===== config.mk =====
export PLATFORM = sky130hd
export DESIGN_NAME = vcs_front
export DESIGN_NICKNAME = d
export VERILOG_FILES = /design/src/rtl/vector_cosine_similarity_defines.svh /design/src/rtl/vcs_pkg.sv /design/src/rtl/vcs_front.sv
export SDC_FILE = /design/constraint.sdc
export NUM_CORES = 2
export LEC_CHECK = 0
export ABC_CLOCK_PERIOD_IN_PS = 22500
export BUFFER_PORTS_ARGS = -buffer_cell sky130_fd_sc_hd__buf_2
export CORE_UTILIZATION = 35
export CTS_CLUSTER_SIZE = 10
export DETAILED_ROUTE_END_ITERATION = 12
export SYNTH_ARGS = -nofsm -noshare
export SYNTH_HDL_FRONTEND = slang
export SYNTH_SLANG_ARGS = --single-unit

===== constraint.sdc =====
create_clock -name clk -period 22.5 [get_ports clk]
set_input_delay 4.5 -clock clk [delete_from_list [all_inputs] [get_ports clk]]
set_output_delay 4.5 -clock clk [all_outputs]
set_load 0.03 [all_outputs]

===== src/rtl/vector_cosine_similarity_defines.svh =====
// assertion helpers for the cosine similarity block
`ifndef VECTOR_COSINE_SIMILARITY_DEFINES_SVH
`define VECTOR_COSINE_SIMILARITY_DEFINES_SVH

// same-cycle implication, masked while in reset
`define VCS_ASSERT_SAME(lbl, ante, cons, msg) \
  lbl: assert property (@(posedge clk) disable iff (!rst_n) (ante) |-> (cons)) \
    else $error(msg);

// next-cycle implication, also checked across reset
`define VCS_ASSERT_NEXT(lbl, ante, cons, msg) \
  lbl: assert property (@(posedge clk) (ante) |=> (cons)) else $error(msg);

`endif


===== src/rtl/vcs_pkg.sv =====
package vcs_pkg;

  localparam int ELEM_W   = 16;
  localparam int DOT_W    = 44;
  localparam int SQ_W     = 43;
  localparam int SIM_W    = 16;
  localparam int HALF_W   = 22;
  localparam int PROD_W   = 2 * HALF_W;
  localparam int WIDE_W   = 2 * PROD_W;
  localparam int ROOT_W   = 44;
  localparam int REM_W    = 46;
  localparam int MAG_W    = 44;
  localparam int QUO_W    = 17;
  localparam int CNT_W    = 6;

  localparam logic [CNT_W-1:0] MUL_STEPS  = CNT_W'(4);
  localparam logic [CNT_W-1:0] SQRT_LAST  = CNT_W'(43);
  localparam logic [CNT_W-1:0] DIV_STEPS  = CNT_W'(17);

  localparam logic [SIM_W-1:0] SIM_MAX = 16'h7fff;
  localparam logic [SIM_W-1:0] SIM_MIN = 16'h8000;
  localparam logic [QUO_W-1:0] POS_LIMIT = 17'd32767;
  localparam logic [QUO_W-1:0] NEG_LIMIT = 17'd32768;

  // finished sums of one vector pair
  typedef struct packed {
    logic signed [DOT_W-1:0] dot;
    logic [SQ_W-1:0]         sq_a;
    logic [SQ_W-1:0]         sq_b;
  } acc_t;

  typedef struct packed {
    logic full;
    logic one_left;
  } q_status_t;

  typedef enum logic [2:0] {
    ST_IDLE,
    ST_MUL,
    ST_SQRT,
    ST_DIV,
    ST_DONE
  } state_t;

endpackage


===== src/rtl/vcs_front.sv =====
module vcs_front (
  input  logic                clk,
  input  logic                rst_n,
  input  logic                in_tvalid,
  output logic                in_tready,
  input  logic [31:0]         in_tdata,
  input  logic                in_tlast,
  input  vcs_pkg::q_status_t  q_status,
  output logic                push,
  output vcs_pkg::acc_t       push_data
);

  logic signed [31:0] prod_ab_r;
  logic [30:0]        prod_aa_r;
  logic [30:0]        prod_bb_r;
  logic               s1_valid_r;
  logic               s1_last_r;

  logic signed [vcs_pkg::DOT_W-1:0] dot_r, dot_nxt;
  logic [vcs_pkg::SQ_W-1:0]         sqa_r, sqa_nxt;
  logic [vcs_pkg::SQ_W-1:0]         sqb_r, sqb_nxt;

  logic signed [vcs_pkg::ELEM_W-1:0] a_s, b_s;
  logic signed [31:0] mul_ab, mul_aa, mul_bb;
  logic signed [vcs_pkg::DOT_W:0] dot_sum;
  logic [vcs_pkg::SQ_W:0] sqa_sum, sqb_sum;
  logic accept;

  assign a_s = $signed(in_tdata[15:0]);
  assign b_s = $signed(in_tdata[31:16]);
  assign mul_ab = a_s * b_s;
  assign mul_aa = a_s * a_s;
  assign mul_bb = b_s * b_s;

  // hold off while a pending last item could overrun the queue
  assign in_tready = !q_status.full && !(s1_valid_r && s1_last_r && q_status.one_left);
  assign accept = in_tvalid && in_tready;

  always_ff @(posedge clk) begin
    if (!rst_n) begin
      s1_valid_r <= 1'b0;
      s1_last_r  <= 1'b0;
    end else begin
      s1_valid_r <= accept;
      s1_last_r  <= accept && in_tlast;
    end
  end

  always_ff @(posedge clk) begin
    if (accept) begin
      prod_ab_r <= mul_ab;
      prod_aa_r <= mul_aa[30:0];
      prod_bb_r <= mul_bb[30:0];
    end
  end

  // saturating accumulation
  always_comb begin
    dot_sum = {dot_r[vcs_pkg::DOT_W-1], dot_r} + (vcs_pkg::DOT_W+1)'(prod_ab_r);
    sqa_sum = {1'b0, sqa_r} + (vcs_pkg::SQ_W+1)'(prod_aa_r);
    sqb_sum = {1'b0, sqb_r} + (vcs_pkg::SQ_W+1)'(prod_bb_r);
    if (dot_sum[vcs_pkg::DOT_W] != dot_sum[vcs_pkg::DOT_W-1]) begin
      dot_nxt = {dot_sum[vcs_pkg::DOT_W], {(vcs_pkg::DOT_W-1){!dot_sum[vcs_pkg::DOT_W]}}};
    end else begin
      dot_nxt = dot_sum[vcs_pkg::DOT_W-1:0];
    end
    sqa_nxt = sqa_sum[vcs_pkg::SQ_W] ? '1 : sqa_sum[vcs_pkg::SQ_W-1:0];
    sqb_nxt = sqb_sum[vcs_pkg::SQ_W] ? '1 : sqb_sum[vcs_pkg::SQ_W-1:0];
  end

  always_ff @(posedge clk) begin
    if (!rst_n) begin
      dot_r <= '0;
      sqa_r <= '0;
      sqb_r <= '0;
    end else if (s1_valid_r) begin
      if (s1_last_r) begin
        dot_r <= '0;
        sqa_r <= '0;
        sqb_r <= '0;
      end else begin
        dot_r <= dot_nxt;
        sqa_r <= sqa_nxt;
        sqb_r <= sqb_nxt;
      end
    end
  end

  assign push           = s1_valid_r && s1_last_r;
  assign push_data.dot  = dot_nxt;
  assign push_data.sq_a = sqa_nxt;
  assign push_data.sq_b = sqb_nxt;

endmodule


==> metrics.cfg <==
[critical_path]
cp.required_ns = 22.85
critical_path_class = input pin to flip-flop
worstSetupEndpointType = flip-flop
worstPathMaxFanout = 27
startpoint_type = input pin
arrival_ns = 11.51

[run_status]
run_status = finished, final reports clean

[global_routing]
grtUsageTotal_pct = 17.69
pin_count_of_the_biggest_net_entering_global_routing = 73
first_pass_grt_wire_length_mm = 170.9
grt-ovfl-total = 0
antenna_found_initial = 9
via_count_of_the_first_global_routing_pass = 32262

[sta]
sum_of_negative_setup_slack_ns = 0
relSlewSlack_pct = 28.59
timing.final.crit_period_ns = 11.16
fmax_ghz = 0.08961
report.final.hold_viol_count = 0
fin_ws_ns = 11.34
tightest_slew_ns = 1.071
grt_setup_unrepaired = false
fin_crit_sh_pct = 49.60
setup_viol = 0
report.final.slew_viol_count = 0
timing.clock.skew_ns = 0.01984

[route]
drt.antenna.violating_nets = 0
detail_route.iter0.violations = 1596
drtPass1Iterations = 5
avgViaCountPerCell = 5.028
route.detailed.wl_per_inst_um = 16.96
top_layer = met5
post-route-drc-count = 0
m1WireLength_mm = 46.54
met2_wirelength_mm = 50.18
routed_wl_mm = 104.2
route.vias.total = 30902
dr_wl_met3_mm = 5.183

[synth]
synth.distinct_cells = 96
fraction_of_registers_with_async_set_or_reset_after_synthesis_pct = 0
number_of_enable_type_register_cells_in_the_synthesized_netlist = 92
avgSynthCellArea_um2 = 9.059
yosys_register_bits = 224
synthCells = 4555
synthFlopType = dfxtp_1
synth_sequential_area_ratio_pct = 13.10
syn_std_cell_area_um2 = 41270
syn_nets = 5675
number_of_warnings_issued_by_yosys = 0

[flow_run]
drv_cap = 0

[layout]
mostFrequentLayoutCell = inv_1
final_core_utilization_pct = 38.10
final_layout_size_suffix_gt1_share_pct = 6.905
area_delta_synth_final_pct = 7.580
final_cell_mix = inv_1 (985), fa_1 (721), nand2_1 (440)
finalNetCount = 5717

[clocking]
hold_buf_cts = 0
cts_tree = built
number_of_buffers_inserted_during_clock_tree_synthesis = 29
htree_num_levels = 1
ctsLongestPathBuffers = 3
ctsRootBufferMaster = clkbuf_16
cts.repair.resized = 0
clkSlewWorstSetupHoldPaths_ns = 0.06
clock_sinks = 224
worst_skew_pair.late_latency_ns = 0.60
cts_setup_buffers = 0

[die]
initial_utilization_pct = 35.42
fp.dieArea_um2 = 119300
placeableCoreArea_um2 = 116500
chipHeight_um = 345.4
rows = 125
die_x_um = 345.4
io_pins = 170

[place]
place_congestion = 0.8783
post-place-ws_ns = 10.72
placement.io_buffers = 169
dp_hpwl_mm = 82.65

[min_path]
worstHoldPathType = flip-flop to flip-flop

==> worst max-delay path: stages <==
cell,delay (ns)
buf_2,0.50
clkinv_1,0.69
nor2_1,0.35
ha_1,0.30
xor2_1,0.19
fa_1,0.50
fa_1,0.52
inv_1,0.06
fa_1,0.49
fa_1,0.49
inv_1,0.05
fa_1,0.47
inv_1,0.04
ha_1,0.32
a21o_1,0.19
a21o_1,0.17
a21o_1,0.20
a31o_2,0.25
nor3_1,0.27
o22ai_1,0.17
o41a_1,0.36
a21o_1,0.18
a21oi_1,0.17
xnor2_1,0.08
==> metrics by stage <==
stage	area, um^2	instances	hold WS [ns]
global route	44390	6146	0.4856
floorplan	41270	4555	0.4291
CTS	44390	6144	0.4696
finish	44390	6146	0.4671
detailed placement	43460	6090	0.4563
global placement	43460	6090	0.4516
==> cells in the mapped netlist, types with 6 or more instances <==
cell type / number / share of area, %
nor2b_1: 18 / 0.27
o21ai_1: 30 / 0.36
dfxtp_1: 132 / 6.4
and2_1: 176 / 2.7
a31o_2: 14 / 0.30
a22o_1: 68 / 1.4
nor2_1: 240 / 2.2
edfxtp_1: 92 / 6.7
and4_1: 6 / 0.13
a21o_1: 99 / 1.8
o21bai_1: 26 / 0.47
nand2_1: 440 / 4.0
xor2_1: 65 / 1.4
or2_2: 9 / 0.14
fa_1: 721 / 35
clkinv_1: 7 / 0.064
nor3_1: 31 / 0.38
a31oi_1: 26 / 0.39
nand3_1: 38 / 0.46
buf_2: 23 / 0.28
buf_1: 8 / 0.073
ha_1: 361 / 11
or3_1: 8 / 0.12
xnor2_1: 157 / 3.3
nor4_1: 7 / 0.11
o21ai_2: 18 / 0.38
nand4_1: 20 / 0.30
mux2_2: 10 / 0.27
clkbuf_1: 140 / 1.3
o21ai_0: 99 / 1.2
a211oi_1: 20 / 0.36
nand2b_1: 31 / 0.47
o211ai_1: 16 / 0.29
mux2i_1: 9 / 0.22
a22oi_1: 36 / 0.65
a21oi_1: 189 / 2.3
o31ai_1: 14 / 0.25
o21a_1: 22 / 0.40
and3_1: 32 / 0.49
inv_1: 986 / 9.0
==> kinds of logic (layout without fill, tap and decap cells) <==
logic type,Yosys count,after routing,synth area share (%)
buf+inv,1170,1235,10.81
fa+ha+maj,1082,1082,45.92
simple gates,1079,1079,12.24
compound gates,756,756,12.64
flops,224,224,13.10
xor+xnor,222,222,4.712
mux,22,22,0.5731
other cells,0,2,0
==> registers in the layout (all words and copies together) (netlist names) <==
register,count
dot_r,44
prod_aa_r,30
prod_ab_r,32
prod_bb_r,30
s1_last_r,1
s1_valid_r,1
sqa_r,43
sqb_r,43
==> final timing paths <==
| check | from | end | slack (ns) | cells after the start |
|---|---|---|---|---|
| max | in_tdata[19] | prod_bb_r[27] | 11.34 | 24 |
| min | dot_r[38] | dot_r[38] | 0.47 | 2 |
| max reg2reg | prod_ab_r[31] | dot_r[17] | 18.04 | 10 |
| min reg2reg | dot_r[38] | dot_r[38] | 0.47 | 2 |
==> cell type report <==
cell class | count | area, um^2
diodes | 2 | 5.005
clock buffers | 49 | 862.1
clock inverters | 5 | 66.31
fillers | 11846 | 72120
inverters | 993 | 3727
multi-input cells | 3161 | 31430
flip-flops and latches | 224 | 5405
well taps | 1524 | 1907
repair buffers | 188 | 988.4
==> metal layers <==
layer  vias up  track usage (%)
met5         -                0
met4        14            4.309
met3       130            1.818
met2       752            30.03
met1     15527            24.06
li1      14479                -
Power is left out: the tool's default activity adds up to more than one toggle a clock period on the data nets, which glitch-free logic cannot reach.
