[config.mk]
export PLATFORM = sky130hd
export DESIGN_NAME = vcs_back
export DESIGN_NICKNAME = d
export VERILOG_FILES = /design/src/rtl/vector_cosine_similarity_defines.svh /design/src/rtl/vcs_pkg.sv /design/src/rtl/vcs_back.sv
export SDC_FILE = /design/constraint.sdc
export NUM_CORES = 2
export LEC_CHECK = 0
export BUFFER_PORTS_ARGS = -buffer_cell sky130_fd_sc_hd__buf_2
export CAP_MARGIN = 10
export CORE_ASPECT_RATIO = 0.6
export CORE_MARGIN = 5
export CORE_UTILIZATION = 30
export CTS_CLUSTER_DIAMETER = 100
export CTS_CLUSTER_SIZE = 12
export DETAILED_ROUTE_END_ITERATION = 10
export HOLD_SLACK_MARGIN = 0.08
export PLACE_DENSITY_LB_ADDON = 0.2
export RECOVER_POWER = 100
export REMOVE_ABC_BUFFERS = 1
export SLEW_MARGIN = 10
export SYNTH_ARGS = -nofsm -noshare
export SYNTH_HDL_FRONTEND = slang
export SYNTH_SLANG_ARGS = --single-unit
export TNS_END_PERCENT = 30
[constraint.sdc]
create_clock -name clk -period 16.9 [get_ports clk]
set_input_delay 2.535 -clock clk [delete_from_list [all_inputs] [get_ports clk]]
set_output_delay 2.535 -clock clk [all_outputs]
set_load 0.02 [all_outputs]
[src/rtl/vector_cosine_similarity_defines.svh]
// assertion helpers for the cosine similarity block
`ifndef VECTOR_COSINE_SIMILARITY_DEFINES_SVH
`define VECTOR_COSINE_SIMILARITY_DEFINES_SVH

// same-cycle implication, masked while in reset
`define VCS_ASSERT_SAME(lbl, ante, cons, msg) \
  lbl: assert property (@(posedge clk) disable iff (!rst_n) (ante) |-> (cons)) \
    else $error(msg);

// next-cycle implication, also checked across reset
`define VCS_ASSERT_NEXT(lbl, ante, cons, msg) \
  lbl: assert property (@(posedge clk) (ante) |=> (cons)) else $error(msg);

`endif

[src/rtl/vcs_pkg.sv]
package vcs_pkg;

  localparam int ELEM_W   = 16;
  localparam int DOT_W    = 44;
  localparam int SQ_W     = 43;
  localparam int SIM_W    = 16;
  localparam int HALF_W   = 22;
  localparam int PROD_W   = 2 * HALF_W;
  localparam int WIDE_W   = 2 * PROD_W;
  localparam int ROOT_W   = 44;
  localparam int REM_W    = 46;
  localparam int MAG_W    = 44;
  localparam int QUO_W    = 17;
  localparam int CNT_W    = 6;

  localparam logic [CNT_W-1:0] MUL_STEPS  = CNT_W'(4);
  localparam logic [CNT_W-1:0] SQRT_LAST  = CNT_W'(43);
  localparam logic [CNT_W-1:0] DIV_STEPS  = CNT_W'(17);

  localparam logic [SIM_W-1:0] SIM_MAX = 16'h7fff;
  localparam logic [SIM_W-1:0] SIM_MIN = 16'h8000;
  localparam logic [QUO_W-1:0] POS_LIMIT = 17'd32767;
  localparam logic [QUO_W-1:0] NEG_LIMIT = 17'd32768;

  // finished sums of one vector pair
  typedef struct packed {
    logic signed [DOT_W-1:0] dot;
    logic [SQ_W-1:0]         sq_a;
    logic [SQ_W-1:0]         sq_b;
  } acc_t;

  typedef struct packed {
    logic full;
    logic one_left;
  } q_status_t;

  typedef enum logic [2:0] {
    ST_IDLE,
    ST_MUL,
    ST_SQRT,
    ST_DIV,
    ST_DONE
  } state_t;

endpackage

[src/rtl/vcs_back.sv]
module vcs_back (
  input  logic          clk,
  input  logic          rst_n,
  input  vcs_pkg::acc_t head,
  input  logic          head_valid,
  output logic          pop,
  output logic          out_tvalid,
  input  logic          out_tready,
  output logic [15:0]   out_tdata,
  output logic          out_tuser
);

  vcs_pkg::state_t state_r, state_nxt;

  logic [vcs_pkg::CNT_W-1:0]  cnt_r;
  logic [vcs_pkg::SQ_W-1:0]   sqa_r, sqb_r;
  logic [vcs_pkg::MAG_W-1:0]  mag_r;
  logic                       neg_r;
  logic                       zero_r;
  logic [vcs_pkg::PROD_W-1:0] prod_r;
  logic [1:0]                 sh_r;
  logic [vcs_pkg::WIDE_W-1:0] acc_r;
  logic [vcs_pkg::REM_W-1:0]  rem_r;
  logic [vcs_pkg::ROOT_W-1:0] root_r;
  logic [vcs_pkg::QUO_W-1:0]  q_r;
  logic [vcs_pkg::QUO_W-1:0]  nb_r;
  logic                       ovf_r;
  logic                       out_tvalid_r;
  logic [15:0]                out_tdata_r;
  logic                       out_tuser_r;

  logic [vcs_pkg::HALF_W-1:0] mul_x, mul_y;
  logic [vcs_pkg::PROD_W-1:0] mul_p;
  logic [1:0]                 sh_code;
  logic [vcs_pkg::WIDE_W-1:0] prod_sh;
  logic [vcs_pkg::REM_W-1:0]  sq_rem, sq_trial;
  logic [vcs_pkg::REM_W-1:0]  dv_rem, dv_root;
  logic                       ovf_now;
  logic [vcs_pkg::MAG_W-1:0]  head_mag;
  logic [vcs_pkg::QUO_W-1:0]  q_neg;
  logic [15:0]                sim;
  logic                       out_free;
  logic                       load_out;

  assign out_free = !out_tvalid_r || out_tready;

  // shared 22x22 multiplier for the four partial products of the norm product
  assign mul_x = cnt_r[1] ? {1'b0, sqa_r[42:22]} : sqa_r[21:0];
  assign mul_y = cnt_r[0] ? {1'b0, sqb_r[42:22]} : sqb_r[21:0];
  assign mul_p = mul_x * mul_y;

  always_comb begin
    case (cnt_r[1:0])
      2'd0:    sh_code = 2'd0;
      2'd3:    sh_code = 2'd2;
      default: sh_code = 2'd1;
    endcase
  end

  always_comb begin
    case (sh_r)
      2'd0:    prod_sh = {{vcs_pkg::PROD_W{1'b0}}, prod_r};
      2'd1:    prod_sh = {{vcs_pkg::HALF_W{1'b0}}, prod_r, {vcs_pkg::HALF_W{1'b0}}};
      2'd2:    prod_sh = {prod_r, {vcs_pkg::PROD_W{1'b0}}};
      default: prod_sh = '0;
    endcase
  end

  // one root bit per cycle, two radicand bits shifted in from the top
  assign sq_rem   = {rem_r[43:0], acc_r[vcs_pkg::WIDE_W-1 -: 2]};
  assign sq_trial = {root_r, 2'b01};

  // one quotient bit per cycle
  assign dv_rem  = {rem_r[44:0], nb_r[vcs_pkg::QUO_W-1]};
  assign dv_root = {2'b00, root_r};
  // quotient of 2^17 or more saturates anyway
  assign ovf_now = ({4'b0, mag_r[43:2]} >= root_r);

  assign head_mag = head.dot[vcs_pkg::DOT_W-1] ? vcs_pkg::MAG_W'(-head.dot)
                                               : vcs_pkg::MAG_W'(head.dot);

  always_comb begin
    state_nxt = state_r;
    case (state_r)
      vcs_pkg::ST_IDLE: begin
        if (head_valid) begin
          state_nxt = (head.sq_a == '0 || head.sq_b == '0) ? vcs_pkg::ST_DONE
                                                          : vcs_pkg::ST_MUL;
        end
      end
      vcs_pkg::ST_MUL: begin
        if (cnt_r == vcs_pkg::MUL_STEPS) state_nxt = vcs_pkg::ST_SQRT;
      end
      vcs_pkg::ST_SQRT: begin
        if (cnt_r == vcs_pkg::SQRT_LAST) state_nxt = vcs_pkg::ST_DIV;
      end
      vcs_pkg::ST_DIV: begin
        if ((cnt_r == '0 && ovf_now) || cnt_r == vcs_pkg::DIV_STEPS) begin
          state_nxt = vcs_pkg::ST_DONE;
        end
      end
      vcs_pkg::ST_DONE: begin
        if (out_free) state_nxt = vcs_pkg::ST_IDLE;
      end
      default: state_nxt = vcs_pkg::ST_IDLE;
    endcase
  end

  always_comb begin
    pop      = 1'b0;
    load_out = 1'b0;
    case (state_r)
      vcs_pkg::ST_IDLE: pop      = head_valid;
      vcs_pkg::ST_DONE: load_out = out_free;
      default: ;
    endcase
  end

  always_ff @(posedge clk) begin
    if (!rst_n) begin
      state_r <= vcs_pkg::ST_IDLE;
    end else begin
      state_r <= state_nxt;
    end
  end

  always_ff @(posedge clk) begin
    case (state_r)
      vcs_pkg::ST_IDLE: begin
        if (head_valid) begin
          sqa_r  <= head.sq_a;
          sqb_r  <= head.sq_b;
          mag_r  <= head_mag;
          neg_r  <= head.dot[vcs_pkg::DOT_W-1];
          zero_r <= (head.sq_a == '0 || head.sq_b == '0);
          acc_r  <= '0;
          cnt_r  <= '0;
        end
      end
      vcs_pkg::ST_MUL: begin
        if (cnt_r != vcs_pkg::MUL_STEPS) begin
          prod_r <= mul_p;
          sh_r   <= sh_code;
        end
        if (cnt_r != '0) begin
          acc_r <= acc_r + prod_sh;
        end
        if (cnt_r == vcs_pkg::MUL_STEPS) begin
          cnt_r  <= '0;
          rem_r  <= '0;
          root_r <= '0;
        end else begin
          cnt_r <= cnt_r + vcs_pkg::CNT_W'(1);
        end
      end
      vcs_pkg::ST_SQRT: begin
        acc_r <= {acc_r[vcs_pkg::WIDE_W-3:0], 2'b00};
        if (sq_rem >= sq_trial) begin
          rem_r  <= sq_rem - sq_trial;
          root_r <= {root_r[42:0], 1'b1};
        end else begin
          rem_r  <= sq_rem;
          root_r <= {root_r[42:0], 1'b0};
        end
        cnt_r <= (cnt_r == vcs_pkg::SQRT_LAST) ? '0 : cnt_r + vcs_pkg::CNT_W'(1);
      end
      vcs_pkg::ST_DIV: begin
        if (cnt_r == '0) begin
          ovf_r <= ovf_now;
          rem_r <= {4'b0, mag_r[43:2]};
          nb_r  <= {mag_r[1:0], 15'b0};
          q_r   <= '0;
        end else begin
          nb_r <= {nb_r[vcs_pkg::QUO_W-2:0], 1'b0};
          if (dv_rem >= dv_root) begin
            rem_r <= dv_rem - dv_root;
            q_r   <= {q_r[vcs_pkg::QUO_W-2:0], 1'b1};
          end else begin
            rem_r <= dv_rem;
            q_r   <= {q_r[vcs_pkg::QUO_W-2:0], 1'b0};
          end
        end
        cnt_r <= cnt_r + vcs_pkg::CNT_W'(1);
      end
      default: ;
    endcase
  end

  assign q_neg = ~q_r + vcs_pkg::QUO_W'(1);

  always_comb begin
    if (zero_r) begin
      sim = '0;
    end else if (neg_r) begin
      sim = (ovf_r || q_r > vcs_pkg::NEG_LIMIT) ? vcs_pkg::SIM_MIN : q_neg[15:0];
    end else begin
      sim = (ovf_r || q_r > vcs_pkg::POS_LIMIT) ? vcs_pkg::SIM_MAX : q_r[15:0];
    end
  end

  always_ff @(posedge clk) begin
    if (!rst_n) begin
      out_tvalid_r <= 1'b0;
    end else if (load_out) begin
      out_tvalid_r <= 1'b1;
    end else if (out_tready) begin
      out_tvalid_r <= 1'b0;
    end
  end

  always_ff @(posedge clk) begin
    if (load_out) begin
      out_tdata_r <= sim;
      out_tuser_r <= zero_r;
    end
  end

  assign out_tvalid = out_tvalid_r;
  assign out_tdata  = out_tdata_r;
  assign out_tuser  = out_tuser_r;

endmodule

==> results.toml <==
[outcome]
status = "finished with violations"
failed_checks = "max-capacitance violations, max-slew violations"

[logic_synthesis]
synth_top_area_share = 0.2661
synth_edf_count = 398
yosys.cell_types.count = 79
ys_seq_area_frac = 0.2679
synth_commonest_cells = "543 x inv_1, 526 x nand2_1, 473 x nor2_1"
synth_area_per_cell_um2 = 9.196
async_flop_share = 0
syn_area_um2 = 44910
ys_top_cells_by_area = "edfxtp_1 27%, fa_1 18%, ha_1 11%"
ys_dominant_reg_cell = "edfxtp_1"
yosysMostFrequentCell = "inv_1"
synth_top_cell_by_area = "edfxtp_1"
ys_warn_count = 0
syn_inst = 4883
ys_ff_latch = 402

[hold_path]
hold_end = "nb_r[16]"
min_from = "mag_r[1]"
hold_depth = 2
min-delay-path-class = "flop to flop"

[worst_setup_path]
slowest_stage = "clkbuf_1"
rrSetupSlack_ns = 5.64
crit_family = "adder cells"
cpPeakStageDelay_ns = 2.19
critPathArrivalTime_ns = 11.68
path_class = "flop to flop"
cp_num_cells = 26
critPathBufInv = 6
reg2reg_depth = 26
reg2reg_to = "prod_r[40]"
crit_top_cell = "fa_1"
startpoint_type = "flop"
crit_fanout = 45
cp_data_required_time_ns = 17.32
r2r_start = "cnt_r[0]"
end_kind = "flop"

[floorplan]
ios = 153
rows = 110
die_h_um = 309.7
die_width_um = 509.5
core-area_um2 = 149300
dieArea_um2 = 157800
start_util = 0.3007

[grt]
grt_start_max_net_pins = 81
grt_first_pass_wirelength_um = 229400
grt_use_total = 0.1917
antenna_found_initial = 7
grt_overflow = 0
grt_pass1_vias = 34680

[route]
wl_um = 154700
viasPerCell = 5.254
wl_per_cell_um = 22.25
dr.pass1.iters = 5
vias = 36530
drt_iter0_drc = 3515
drc = 0
ant_nets = 0

[sta]
slew_headroom = -1.526
setup-violations-final = 0
hold_viol_final = 0
slew_viol_final = 739
max_freq_mhz = 88.78
period_share = 0.6665
rsz0062_at_grt = "no"
worst_pin_slew_ns = 3.789
min_period_ns = 11.26
fin_skew_ns = 0.07441
setup-tns-final_ns = 0

[cts]
clock-sinks = 402
clk_latency_ns = 0.67
cts_resized = 0
cts_tree = "built"
post_cts_buffers = 0
cts_buffers = 42
cts-root-buf = "clkbuf_16"
clockBufferDepth = 3
cts_hold_buffers = 0
cts-htree-levels = 2
path_clk_slew_ns = 0.07

[flow_run]
drv_cap = 17

[placement]
gp_congestion = 0.9522
post_dp_cell_area_um2 = 47860
hpwl_um = 124700
io_buffers = 152

[layout]
final_nets = 5830
stdcell_area_um2 = 48910
seq_area_um2 = 12030
layout-drive-gt1-share = 0.04662
nFillCells = 15610
syn2layout_area_growth_pct = 8.922
multiInputGateArea_um2 = 30000
[per-stage QoR]
stage | utilization | hold WS (ns) | cells | setup slack (ns)
after floorplan | - | 0.4836 | 4653 | 2.470
after global placement | 0.3205 | 0.4990 | 6884 | 7.146
after detailed placement | 0.3205 | 0.5090 | 6884 | 7.012
after CTS | 0.3289 | 0.5217 | 6948 | 7.058
after global routing | 0.3275 | 0.5656 | 6951 | 4.820
final | 0.3275 | 0.5162 | 6952 | 5.636
[cell usage in the layout (no fill, tap or decap), types with 27 or more instances in the layout]
cell type  count
xor2_1        87
nor3_1        53
buf_2         53
a211oi_1      53
a21oi_1      277
clkbuf_16     42
and2_1        56
o22ai_1       38
a21o_1       150
nor4_1        31
o21ai_0      265
o21a_1        32
buf_4         47
mux2_2        42
nand2_1      525
nand2b_1      27
ha_1         384
inv_1        543
edfxtp_1     398
mux2i_1      104
nor2_1       472
nor2b_1       32
nand4_1       84
clkbuf_1     127
nand3_1       46
o21bai_1      40
fa_1         399
xnor2_1      165
a22o_1        33
a31oi_1       30
[cell families (layout without fill, tap and decap cells)]
kind of cell | after synthesis | after routing | share of synthesized area
DFF | 402 | 402 | 0.2679
buffers and inverters | 773 | 823 | 0.06481
xor gates and xnor gates | 252 | 252 | 0.04915
and+or+nand+nor | 1449 | 1449 | 0.1461
other | 0 | 3 | 0
muxes | 151 | 151 | 0.03488
AOI/OAI and AO/OA | 1073 | 1073 | 0.1522
adders and majority gates | 783 | 783 | 0.2849
[routing by layer]
metal,vias up,share of wire,GRT usage
met3,94,0.11,0.06870
met2,1373,0.34,0.2233
met1,18140,0.53,0.3240
met5,-,0,0
met4,0,0.012,0.02593
li1,16920,-,-
[worst min-delay path, stage by stage (launching register included)]
cell,delay (ns)
edfxtp_1,0.32
nand2_1,0.05
nand2_1,0.04
[area by class of cell]
| class | instances | area share |
|---|---|---|
| clock buffers | 54 | 0.02241 |
| repair buffers | 216 | 0.02169 |
| inverters | 543 | 0.04167 |
| well taps | 2016 | 0.05157 |
| clock inverters | 10 | 0.003249 |
| flip-flops and latches | 402 | 0.2460 |
| diodes | 3 | 0.0001535 |
| multi-input cells | 3708 | 0.6133 |
[registers in the layout (all words and copies together) (netlist names), 17 cells and up]
signal / flops
root_r: 44
mag_r: 44
acc_r: 88
sqa_r: 43
prod_r: 44
sqb_r: 43
q_r: 17
rem_r: 45
[worst max path at each step]
stage,start,endpoint
5_1_grt,cnt_r[0],acc_r[8]
3_3_place_gp,cnt_r[1],prod_r[40]
3_5_place_dp,cnt_r[1],prod_r[40]
4_1_cts,cnt_r[1],prod_r[40]
6_report,cnt_r[0],prod_r[40]
2_1_floorplan,head_valid,pop
Power is left out: the tool's default activity adds up to more than one toggle a clock period on the data nets, which glitch-free logic cannot reach.
