===== src/rtl/vector_cosine_similarity_defines.svh =====
// assertion helpers for the cosine similarity block
`ifndef VECTOR_COSINE_SIMILARITY_DEFINES_SVH
`define VECTOR_COSINE_SIMILARITY_DEFINES_SVH

// same-cycle implication, masked while in reset
`define VCS_ASSERT_SAME(lbl, ante, cons, msg) \
  lbl: assert property (@(posedge clk) disable iff (!rst_n) (ante) |-> (cons)) \
    else $error(msg);

// next-cycle implication, also checked across reset
`define VCS_ASSERT_NEXT(lbl, ante, cons, msg) \
  lbl: assert property (@(posedge clk) (ante) |=> (cons)) else $error(msg);

`endif


===== src/rtl/vcs_pkg.sv =====
package vcs_pkg;

  localparam int ELEM_W   = 16;
  localparam int DOT_W    = 44;
  localparam int SQ_W     = 43;
  localparam int SIM_W    = 16;
  localparam int HALF_W   = 22;
  localparam int PROD_W   = 2 * HALF_W;
  localparam int WIDE_W   = 2 * PROD_W;
  localparam int ROOT_W   = 44;
  localparam int REM_W    = 46;
  localparam int MAG_W    = 44;
  localparam int QUO_W    = 17;
  localparam int CNT_W    = 6;

  localparam logic [CNT_W-1:0] MUL_STEPS  = CNT_W'(4);
  localparam logic [CNT_W-1:0] SQRT_LAST  = CNT_W'(43);
  localparam logic [CNT_W-1:0] DIV_STEPS  = CNT_W'(17);

  localparam logic [SIM_W-1:0] SIM_MAX = 16'h7fff;
  localparam logic [SIM_W-1:0] SIM_MIN = 16'h8000;
  localparam logic [QUO_W-1:0] POS_LIMIT = 17'd32767;
  localparam logic [QUO_W-1:0] NEG_LIMIT = 17'd32768;

  // finished sums of one vector pair
  typedef struct packed {
    logic signed [DOT_W-1:0] dot;
    logic [SQ_W-1:0]         sq_a;
    logic [SQ_W-1:0]         sq_b;
  } acc_t;

  typedef struct packed {
    logic full;
    logic one_left;
  } q_status_t;

  typedef enum logic [2:0] {
    ST_IDLE,
    ST_MUL,
    ST_SQRT,
    ST_DIV,
    ST_DONE
  } state_t;

endpackage


===== src/rtl/vcs_queue.sv =====
module vcs_queue #(
  parameter int DEPTH = 2
) (
  input  logic               clk,
  input  logic               rst_n,
  input  logic               push,
  input  vcs_pkg::acc_t      push_data,
  input  logic               pop,
  output vcs_pkg::acc_t      head,
  output logic               head_valid,
  output vcs_pkg::q_status_t status
);

  localparam int PTR_W = (DEPTH > 1) ? $clog2(DEPTH) : 1;
  localparam int CNT_W = $clog2(DEPTH + 1);
  localparam logic [PTR_W-1:0] PTR_LAST = PTR_W'(DEPTH - 1);
  localparam logic [CNT_W-1:0] CNT_FULL = CNT_W'(DEPTH);
  localparam logic [CNT_W-1:0] CNT_ONE  = CNT_W'(DEPTH - 1);

  vcs_pkg::acc_t mem_r [DEPTH];
  logic [PTR_W-1:0] wr_ptr_r, rd_ptr_r;
  logic [CNT_W-1:0] count_r;

  always_ff @(posedge clk) begin
    if (push) begin
      mem_r[wr_ptr_r] <= push_data;
    end
  end

  always_ff @(posedge clk) begin
    if (!rst_n) begin
      wr_ptr_r <= '0;
      rd_ptr_r <= '0;
      count_r  <= '0;
    end else begin
      if (push) begin
        wr_ptr_r <= (wr_ptr_r == PTR_LAST) ? '0 : wr_ptr_r + PTR_W'(1);
      end
      if (pop) begin
        rd_ptr_r <= (rd_ptr_r == PTR_LAST) ? '0 : rd_ptr_r + PTR_W'(1);
      end
      if (push && !pop) begin
        count_r <= count_r + CNT_W'(1);
      end else if (pop && !push) begin
        count_r <= count_r - CNT_W'(1);
      end
    end
  end

  assign head            = mem_r[rd_ptr_r];
  assign head_valid      = (count_r != '0);
  assign status.full     = (count_r == CNT_FULL);
  assign status.one_left = (count_r == CNT_ONE);

endmodule


===== config.mk =====
export PLATFORM = sky130hd
export DESIGN_NAME = vcs_queue
export DESIGN_NICKNAME = d
export VERILOG_FILES = /design/src/rtl/vector_cosine_similarity_defines.svh /design/src/rtl/vcs_pkg.sv /design/src/rtl/vcs_queue.sv
export SDC_FILE = /design/constraint.sdc
export NUM_CORES = 1
export LEC_CHECK = 0
export BUFFER_PORTS_ARGS = -buffer_cell sky130_fd_sc_hd__buf_4
export CORE_MARGIN = 2
export CORE_UTILIZATION = 52
export DETAILED_ROUTE_END_ITERATION = 7
export PLACE_DENSITY = 0.89
export REMOVE_ABC_BUFFERS = 1
export SETUP_SLACK_MARGIN = 0.3
export SLEW_MARGIN = 25
export SYNTH_ARGS = -nofsm -noshare
export SYNTH_HDL_FRONTEND = slang
export SYNTH_SLANG_ARGS = --single-unit

===== constraint.sdc =====
create_clock -name clk -period 10.3 [get_ports clk]
set_input_delay 2.06 -clock clk [delete_from_list [all_inputs] [get_ports clk]]
set_output_delay 2.06 -clock clk [all_outputs]
set_load 0.05 [all_outputs]

==> results of run 1 <==
-- area by class of cell --
type                       instances  area share
multi-input combinational        147       0.126
tap                              229      0.0225
inverter                           4     0.00118
clock inverter                    16      0.0160
timing repair buffer             270       0.159
sequential                       265       0.620
clock buffer                      32      0.0544
-- cell families after synthesis --
family / count (synthesis) / share of synthesized area
compound gates: 2 / 0.00130
xor+xnor: 3 / 0.00272
fa+ha+maj: 4 / 0.00518
buf+inv: 18 / 0.0155
flops: 265 / 0.819
mux: 130 / 0.152
simple gates: 8 / 0.00505
-- layer usage --
metal,vias to the layer above,track usage,part of all wire
li1,2267,-,-
met1,2511,0.218,0.36
met2,219,0.335,0.53
met3,43,0.0482,0.077
met4,0,0.0712,0.030
met5,-,0,0
-- worst paths after layout --
kind               from     endpoint  slack (ps)  cells past startpoint
max           flip-flop     head[68]        5350                      3
min          count_r[1]   count_r[1]         510                      2
max reg2reg    wr_ptr_r  mem_r[1][9]        7850                      2
min reg2reg  count_r[1]   count_r[1]         510                      2
-- worst max-delay path: cells and delay by family, from the launching register on --
family                 cells  cell delay [ps]
buffers and inverters      2              950
multiplexers               1              440
flip-flops                 1              920
-- state kept, by name (all words and copies together) (netlist names), named ones only --
register  cells
mem_r       260
rd_ptr_r      1
wr_ptr_r      1
count_r       2
-- report_power, final --
group	internal, mW	switching [mW]
clock	0.603	0.372
sequential	1.25	0.0236
combinational	0.159	0.289
total	2.01	0.684
-- through the flow --
step                      power, mW  instance area [µm²]  setup WS [ps]
after floorplan                1.60                 9520           1940
after global placement         1.73                11900           5900
after detailed placement       1.74                11900           5830
after CTS                      2.72                12700           5300
after global routing           2.78                12800           5200
final                          2.69                12800           5350
-- synthesized netlist by cell type, drive strengths merged --
cell	count	area share
nor2b	2	0.0013
nand3	1	0.00052
and2	4	0.0026
inv	4	0.0016
buf	14	0.014
edfxtp	260	0.81
dfxtp	5	0.010
ha	4	0.0052
xor2	2	0.0018
o21ai	1	0.00052
nand2b	1	0.00065
o21a	1	0.00078
xnor2	1	0.00091
mux2	130	0.15
==> results_tabular.tex, run 1 <==
\begin{tabular}{lr}
\hline
Metric & Value \\
\hline
\multicolumn{2}{l}{\textbf{Finish}} \\
Layout cell share with drive strength beyond 1 & 0.599 \\
Area of the multi-input gates & 1610 µm² \\
Leading cell type in the layout, fill and taps excluded & sky130\_fd\_sc\_hd\_\_buf\_4 \\
Top library cells by usage in the layout, fill and taps aside & 269 x sky130\_fd\_sc\_hd\_\_buf\_4, 260 x sky130\_fd\_sc\_hd\_\_edfxtp\_1, 130 x sky130\_fd\_sc\_hd\_\_mux2\_2 \\
Nets@finish & 852 \\
Antenna cells & 0 \\
Final cell count without fillers & slightly below 1000 \\
Fin util & 0.705 \\
Number of filler instances in the final layout & around 1100 \\
Footprint of the flip-flops and latches & 7910 µm² \\
Growth of design area from synthesis to finish & 32.0\% \\
\multicolumn{2}{l}{\textbf{Timing}} \\
Post-route fraction of the period consumed by the critical path & 0.481 \\
Maximum clock skew at final layout & between 4 and 5 ps \\
Total negative slack for setup checks & 0 ps \\
Worst-margin pin slew & about 900 ps \\
Final hold vios & 0 \\
Pins Over Slew Limit & 0 \\
Tightest hold margin & just over 500 ps \\
Number of setup violations in the final report & 0 \\
Rel. slew slack & 0.393 \\
RSZ-0062 raised after global routing & no \\
Final critical delay including setup and external delays & between 4000 and 5000 ps \\
Fmax & 202 MHz \\
\multicolumn{2}{l}{\textbf{Pwr}} \\
Maximum ir drop on the vdd rail & around 0.15 mV \\
Leakage power & approximately 4.8 nW \\
Power density relative to cell area & between 200 and 250 nW/µm² \\
\multicolumn{2}{l}{\textbf{Clock tree}} \\
Clock latency at the later pin of the worst-skew pair & $\sim$510 ps \\
Hold Buf Count CTS & 0 \\
Clk slew on worst S/H paths & about 60 ps \\
Setup fix buffers added after clock tree synthesis & 0 \\
Maximum clock insertion buffer count & 3 \\
TritonCTS buffer count & 26 \\
Clock net sink count & between 200 and 300 \\
TritonCTS clock tree & built \\
\# resized after CTS & 0 \\
Master cell of the clock root buffer & sky130\_fd\_sc\_hd\_\_clkbuf\_16 \\
H-tree lvl count & 1 \\
\multicolumn{2}{l}{\textbf{Critical path}} \\
Worst EP arrival & between 2000 and 3000 ps \\
Startpoint Class & flip-flop \\
Max Fanout on Critical Path & 68 \\
Category of the critical setup timing path & reg2out \\
Largest stage delay on the critical path & between 900 and 1000 ps \\
Critical path required time & about 8000 ps \\
CP cell instances & buf\_4 -> mux2\_2 -> buf\_4 \\
Kind of end point of the critical path & output port \\
Critical-path cell with the highest stage delay & sky130\_fd\_sc\_hd\_\_dfxtp\_4 \\
Most repeated library cell on the critical path & sky130\_fd\_sc\_hd\_\_buf\_4 \\
\multicolumn{2}{l}{\textbf{Global routing}} \\
Global-route wire length before repair & between 20 and 30 mm \\
Vias in the first global route & 5425 \\
Antenna violations before repair & 0 \\
Maximum number of pins on one net before global-route repair & 83 \\
Global routing usage summed across all routing layers & 0.187 \\
Gr ovfl total & 0 \\
\multicolumn{2}{l}{\textbf{Route}} \\
Routed vias & approximately 5000 \\
Via-per-instance ratio & between 5 and 6 \\
Number of optimization iterations in the first detailed-route pass & 4 \\
Routed Wire Length & 19.1 mm \\
Average wire per cell in the routed design & 19.8 µm \\
Antenna Violating Nets Remaining & 0 \\
DRC Markers & 0 \\
Drt initial violations & 250 \\
\multicolumn{2}{l}{\textbf{Placement}} \\
Sum of net half-perimeters after detailed placement & 12.6 mm \\
Buffers added on ports & approximately 270 \\
GP Congestion & just under 0.8 \\
Cell count after placement & 915 \\
\multicolumn{2}{l}{\textbf{Synthesis}} \\
Fraction of the yosys area taken by sequential cells & 0.819 \\
Post-synth design cell area & around 9700 µm² \\
Unique cell type count in the Yosys netlist & 16 \\
Synth Register Bits & about 270 \\
Cells after synthesis & 430 \\
Average cell area after synthesis & roughly 22 µm² \\
Number of warnings printed during yosys synthesis & 0 \\
\multicolumn{2}{l}{\textbf{Floorplanning}} \\
Core area & between 15000 and 20000 µm² \\
Chip height & approximately 140 µm \\
Number of top-level pins & 267 \\
Initial standard-cell utilization of the core & 0.534 \\
Cell row count & slightly below 50 \\
Die X & about 140 µm \\
Die footprint & approximately 20000 µm² \\
\multicolumn{2}{l}{\textbf{Min path}} \\
Worst Hold Class & reg2reg \\
\multicolumn{2}{l}{\textbf{Run}} \\
Reported max-cap violation count & 0 \\
\multicolumn{2}{l}{\textbf{Run status}} \\
Result of the run & complete, no violations \\
\hline
\end{tabular}
(Power assumes the default switching activity.)
==> run 2, diff against run 1 <==
CORE_UTILIZATION = 47   (was 52)
PLACE_DENSITY = 0.86   (was 0.89)
clock period = 4 ns   (was 10.3 ns; I/O delays follow)
==> results_tabular.tex, run 2 (synthesized netlist as in run 1, its figures left out) <==
\begin{tabular}{lr}
\hline
Metric & Value \\
\hline
\multicolumn{2}{l}{\textbf{Run status}} \\
Result of the run & complete, no violations (unchanged) \\
\multicolumn{2}{l}{\textbf{Clock tree}} \\
Hold Buf Count CTS & 0 (unchanged) \\
TritonCTS clock tree & built (unchanged) \\
Maximum clock insertion buffer count & 3 (unchanged) \\
Setup fix buffers added after clock tree synthesis & 0 (unchanged) \\
Master cell of the clock root buffer & sky130\_fd\_sc\_hd\_\_clkbuf\_16 (unchanged) \\
Clk slew on worst S/H paths & 60 ps (about the same) \\
Clock net sink count & 265 (unchanged) \\
H-tree lvl count & 1 (unchanged) \\
TritonCTS buffer count & 27 (was 26) \\
\# resized after CTS & 0 (unchanged) \\
Clock latency at the later pin of the worst-skew pair & 520 ps (was 510 ps) \\
\multicolumn{2}{l}{\textbf{Route}} \\
Average wire per cell in the routed design & 18.3 µm (was 19.8 µm) \\
Routed Wire Length & 18.5 mm (was 19.1 mm) \\
Antenna Violating Nets Remaining & 0 (unchanged) \\
Routed vias & 4909 (was 5040) \\
Number of optimization iterations in the first detailed-route pass & 4 (unchanged) \\
Drt initial violations & 213 (was 250) \\
DRC Markers & 0 (unchanged) \\
Via-per-instance ratio & 4.87 (was 5.23) \\
\multicolumn{2}{l}{\textbf{Timing}} \\
Post-route fraction of the period consumed by the critical path & 0.773 \\
Final critical delay including setup and external delays & a little over 3000 ps \\
RSZ-0062 raised after global routing & no (unchanged) \\
Slack of the critical path & 907 ps (was 5350 ps) \\
Number of setup violations in the final report & 0 (unchanged) \\
Final hold vios & 0 (unchanged) \\
Maximum clock skew at final layout & 20.5 ps (was 4.34 ps) \\
Rel. slew slack & 0.388 (was 0.393) \\
Tightest hold margin & 455 ps (was 506 ps) \\
Worst-margin pin slew & 918 ps (was 911 ps) \\
Pins Over Slew Limit & 0 (unchanged) \\
Fmax & 323 MHz \\
\multicolumn{2}{l}{\textbf{Floorplanning}} \\
Core area & 20200 µm² (was 18100 µm²) \\
Die footprint & 21700 µm² (was 19700 µm²) \\
Die X & 147 µm (was 140 µm) \\
Number of top-level pins & 267 (unchanged) \\
Initial standard-cell utilization of the core & 0.477 (was 0.534) \\
Chip height & 147 µm (was 140 µm) \\
Cell row count & 52 (was 49) \\
\multicolumn{2}{l}{\textbf{Critical path}} \\
Reg2reg start & wr\_ptr\_r (unchanged) \\
Max Fanout on Critical Path & 41 (was 68) \\
Critical path required time & 3200 ps (was 8240 ps) \\
Category of the critical setup timing path & reg2out (unchanged) \\
Startpoint Class & flip-flop (unchanged) \\
Worst EP arrival & 2290 ps (was 2890 ps) \\
Cell depth of the worst flop-to-flop path & 2 (unchanged) \\
Kind of end point of the critical path & output port (unchanged) \\
\multicolumn{2}{l}{\textbf{Global routing}} \\
Global-route wire length before repair & 27.7 mm (was 28.7 mm) \\
Gr ovfl total & 0 (unchanged) \\
Global routing usage summed across all routing layers & 0.164 (was 0.187) \\
Antenna violations before repair & 0 (unchanged) \\
Vias in the first global route & 5195 (was 5425) \\
Maximum number of pins on one net before global-route repair & 68 (was 83) \\
\multicolumn{2}{l}{\textbf{Finish}} \\
Layout Cell Area excl Fill & 12800 µm² (about the same) \\
Register name with the most flops & mem\_r (unchanged) \\
Fin util & 0.633 (was 0.705) \\
Growth of design area from synthesis to finish & 32.6\% (was 32.0\%) \\
Nets@finish & 855 (was 852) \\
Largest registers & mem\_r x260, count\_r x2 (unchanged) \\
Leading cell type in the layout, fill and taps excluded & sky130\_fd\_sc\_hd\_\_buf\_4 (unchanged) \\
Antenna cells & 0 (unchanged) \\
Final cell count without fillers & 1008 (was 963) \\
Layout cell share with drive strength beyond 1 & 0.600 (was 0.599) \\
Number of flip-flops under the largest register name & 260 (unchanged) \\
Top library cells by usage in the layout, fill and taps aside & 270 x sky130\_fd\_sc\_hd\_\_buf\_4, 260 x sky130\_fd\_sc\_hd\_\_edfxtp\_1, 130 x sky130\_fd\_sc\_hd\_\_mux2\_2 (was 269 x sky130\_fd\_sc\_hd\_\_buf\_4, 260 x sky130\_fd\_sc\_hd\_\_edfxtp\_1, 130 x sky130\_fd\_sc\_hd\_\_mux2\_2) \\
\multicolumn{2}{l}{\textbf{Pwr}} \\
Power density relative to cell area & 535 nW/µm² (was 211 nW/µm²) \\
Leakage power & 4.79 nW (about the same) \\
Maximum ir drop on the vdd rail & 0.402 mV (was 0.152 mV) \\
\multicolumn{2}{l}{\textbf{Run}} \\
Reported max-cap violation count & 0 (unchanged) \\
\multicolumn{2}{l}{\textbf{Placement}} \\
Cell count after placement & 958 (was 915) \\
Pre-CTS setup slack & 1420 ps (was 5830 ps) \\
Sum of net half-perimeters after detailed placement & 12.2 mm (was 12.6 mm) \\
Buffers added on ports & 266 (unchanged) \\
Placed instance area & 11900 µm² (about the same) \\
GP Congestion & 0.761 (was 0.774) \\
\multicolumn{2}{l}{\textbf{Min path}} \\
Hold Path Cell Cnt & 1 (was 2) \\
Worst Hold Class & in2reg (was reg2reg) \\
Startpoint of the lowest-slack hold path & push\_data[66] (was count\_r[1]) \\
\hline
\end{tabular}
[run 2: cell count changes in the layout (fill, tap and decap cells not counted)]
cell,before,now
sky130_fd_sc_hd__bufinv_16,5,3
sky130_fd_sc_hd__buf_12,0,2
sky130_fd_sc_hd__inv_8,0,1
sky130_fd_sc_hd__buf_4,269,270
sky130_fd_sc_hd__clkinv_4,1,0
sky130_fd_sc_hd__inv_6,0,1
sky130_fd_sc_hd__clkinvlp_4,1,2
sky130_fd_sc_hd__clkinv_2,3,4
sky130_fd_sc_hd__clkbuf_1,5,8
sky130_fd_sc_hd__clkinv_1,6,4
sky130_fd_sc_hd__buf_6,1,0
[run 2: through the flow]
step / setup TNS, ps / total power [mW]
CTS: 0 / 6.92
floorplan: -527650 / 4.11
global placement: 0 / 4.46
finish: 0 / 6.85
detailed placement: 0 / 4.49
global route: 0 / 7.08
[run 2: where the power goes]
| part | switching, mW | leakage [nW] | internal, mW |
|---|---|---|---|
| Sequential | 0.0498 | 2.48 | 3.21 |
| Combinational | 0.748 | 1.89 | 0.412 |
| Clock | 0.983 | 0.417 | 1.44 |
[run 2: worst max-delay path, stage by stage (launching register included)]
cell                      delay, ps
sky130_fd_sc_hd__dfxtp_4        700
sky130_fd_sc_hd__buf_4          440
sky130_fd_sc_hd__mux2_2         400
sky130_fd_sc_hd__buf_4          190
[run 2: cell type report]
type / instances / area (µm²)
clock inverters: 15 / 160
fillers: 1427 / 7430
flip-flops and latches: 265 / 7910
inverters: 4 / 15.0
clock buffers: 35 / 706
repair buffers: 272 / 2070
multi-input cells: 147 / 1610
well taps: 270 / 338
[run 2: routing by layer]
| layer | up-vias | track usage | part of all wire |
|---|---|---|---|
| met5 | - | 0 | 0 |
| met4 | 0 | 0.0457 | 0.025 |
| met3 | 36 | 0.0531 | 0.082 |
| met2 | 204 | 0.289 | 0.52 |
| met1 | 2391 | 0.192 | 0.38 |
| li1 | 2278 | - | - |
[run 2: path summary, 6_finish.rpt]
| kind | slack, ps | endpoint |
|---|---|---|
| min | 460 | mem_r[0][66] |
| max reg2reg | 2240 | mem_r[1][100] |
| max | 910 | head[85] |
| min reg2reg | 530 | count_r[1] |
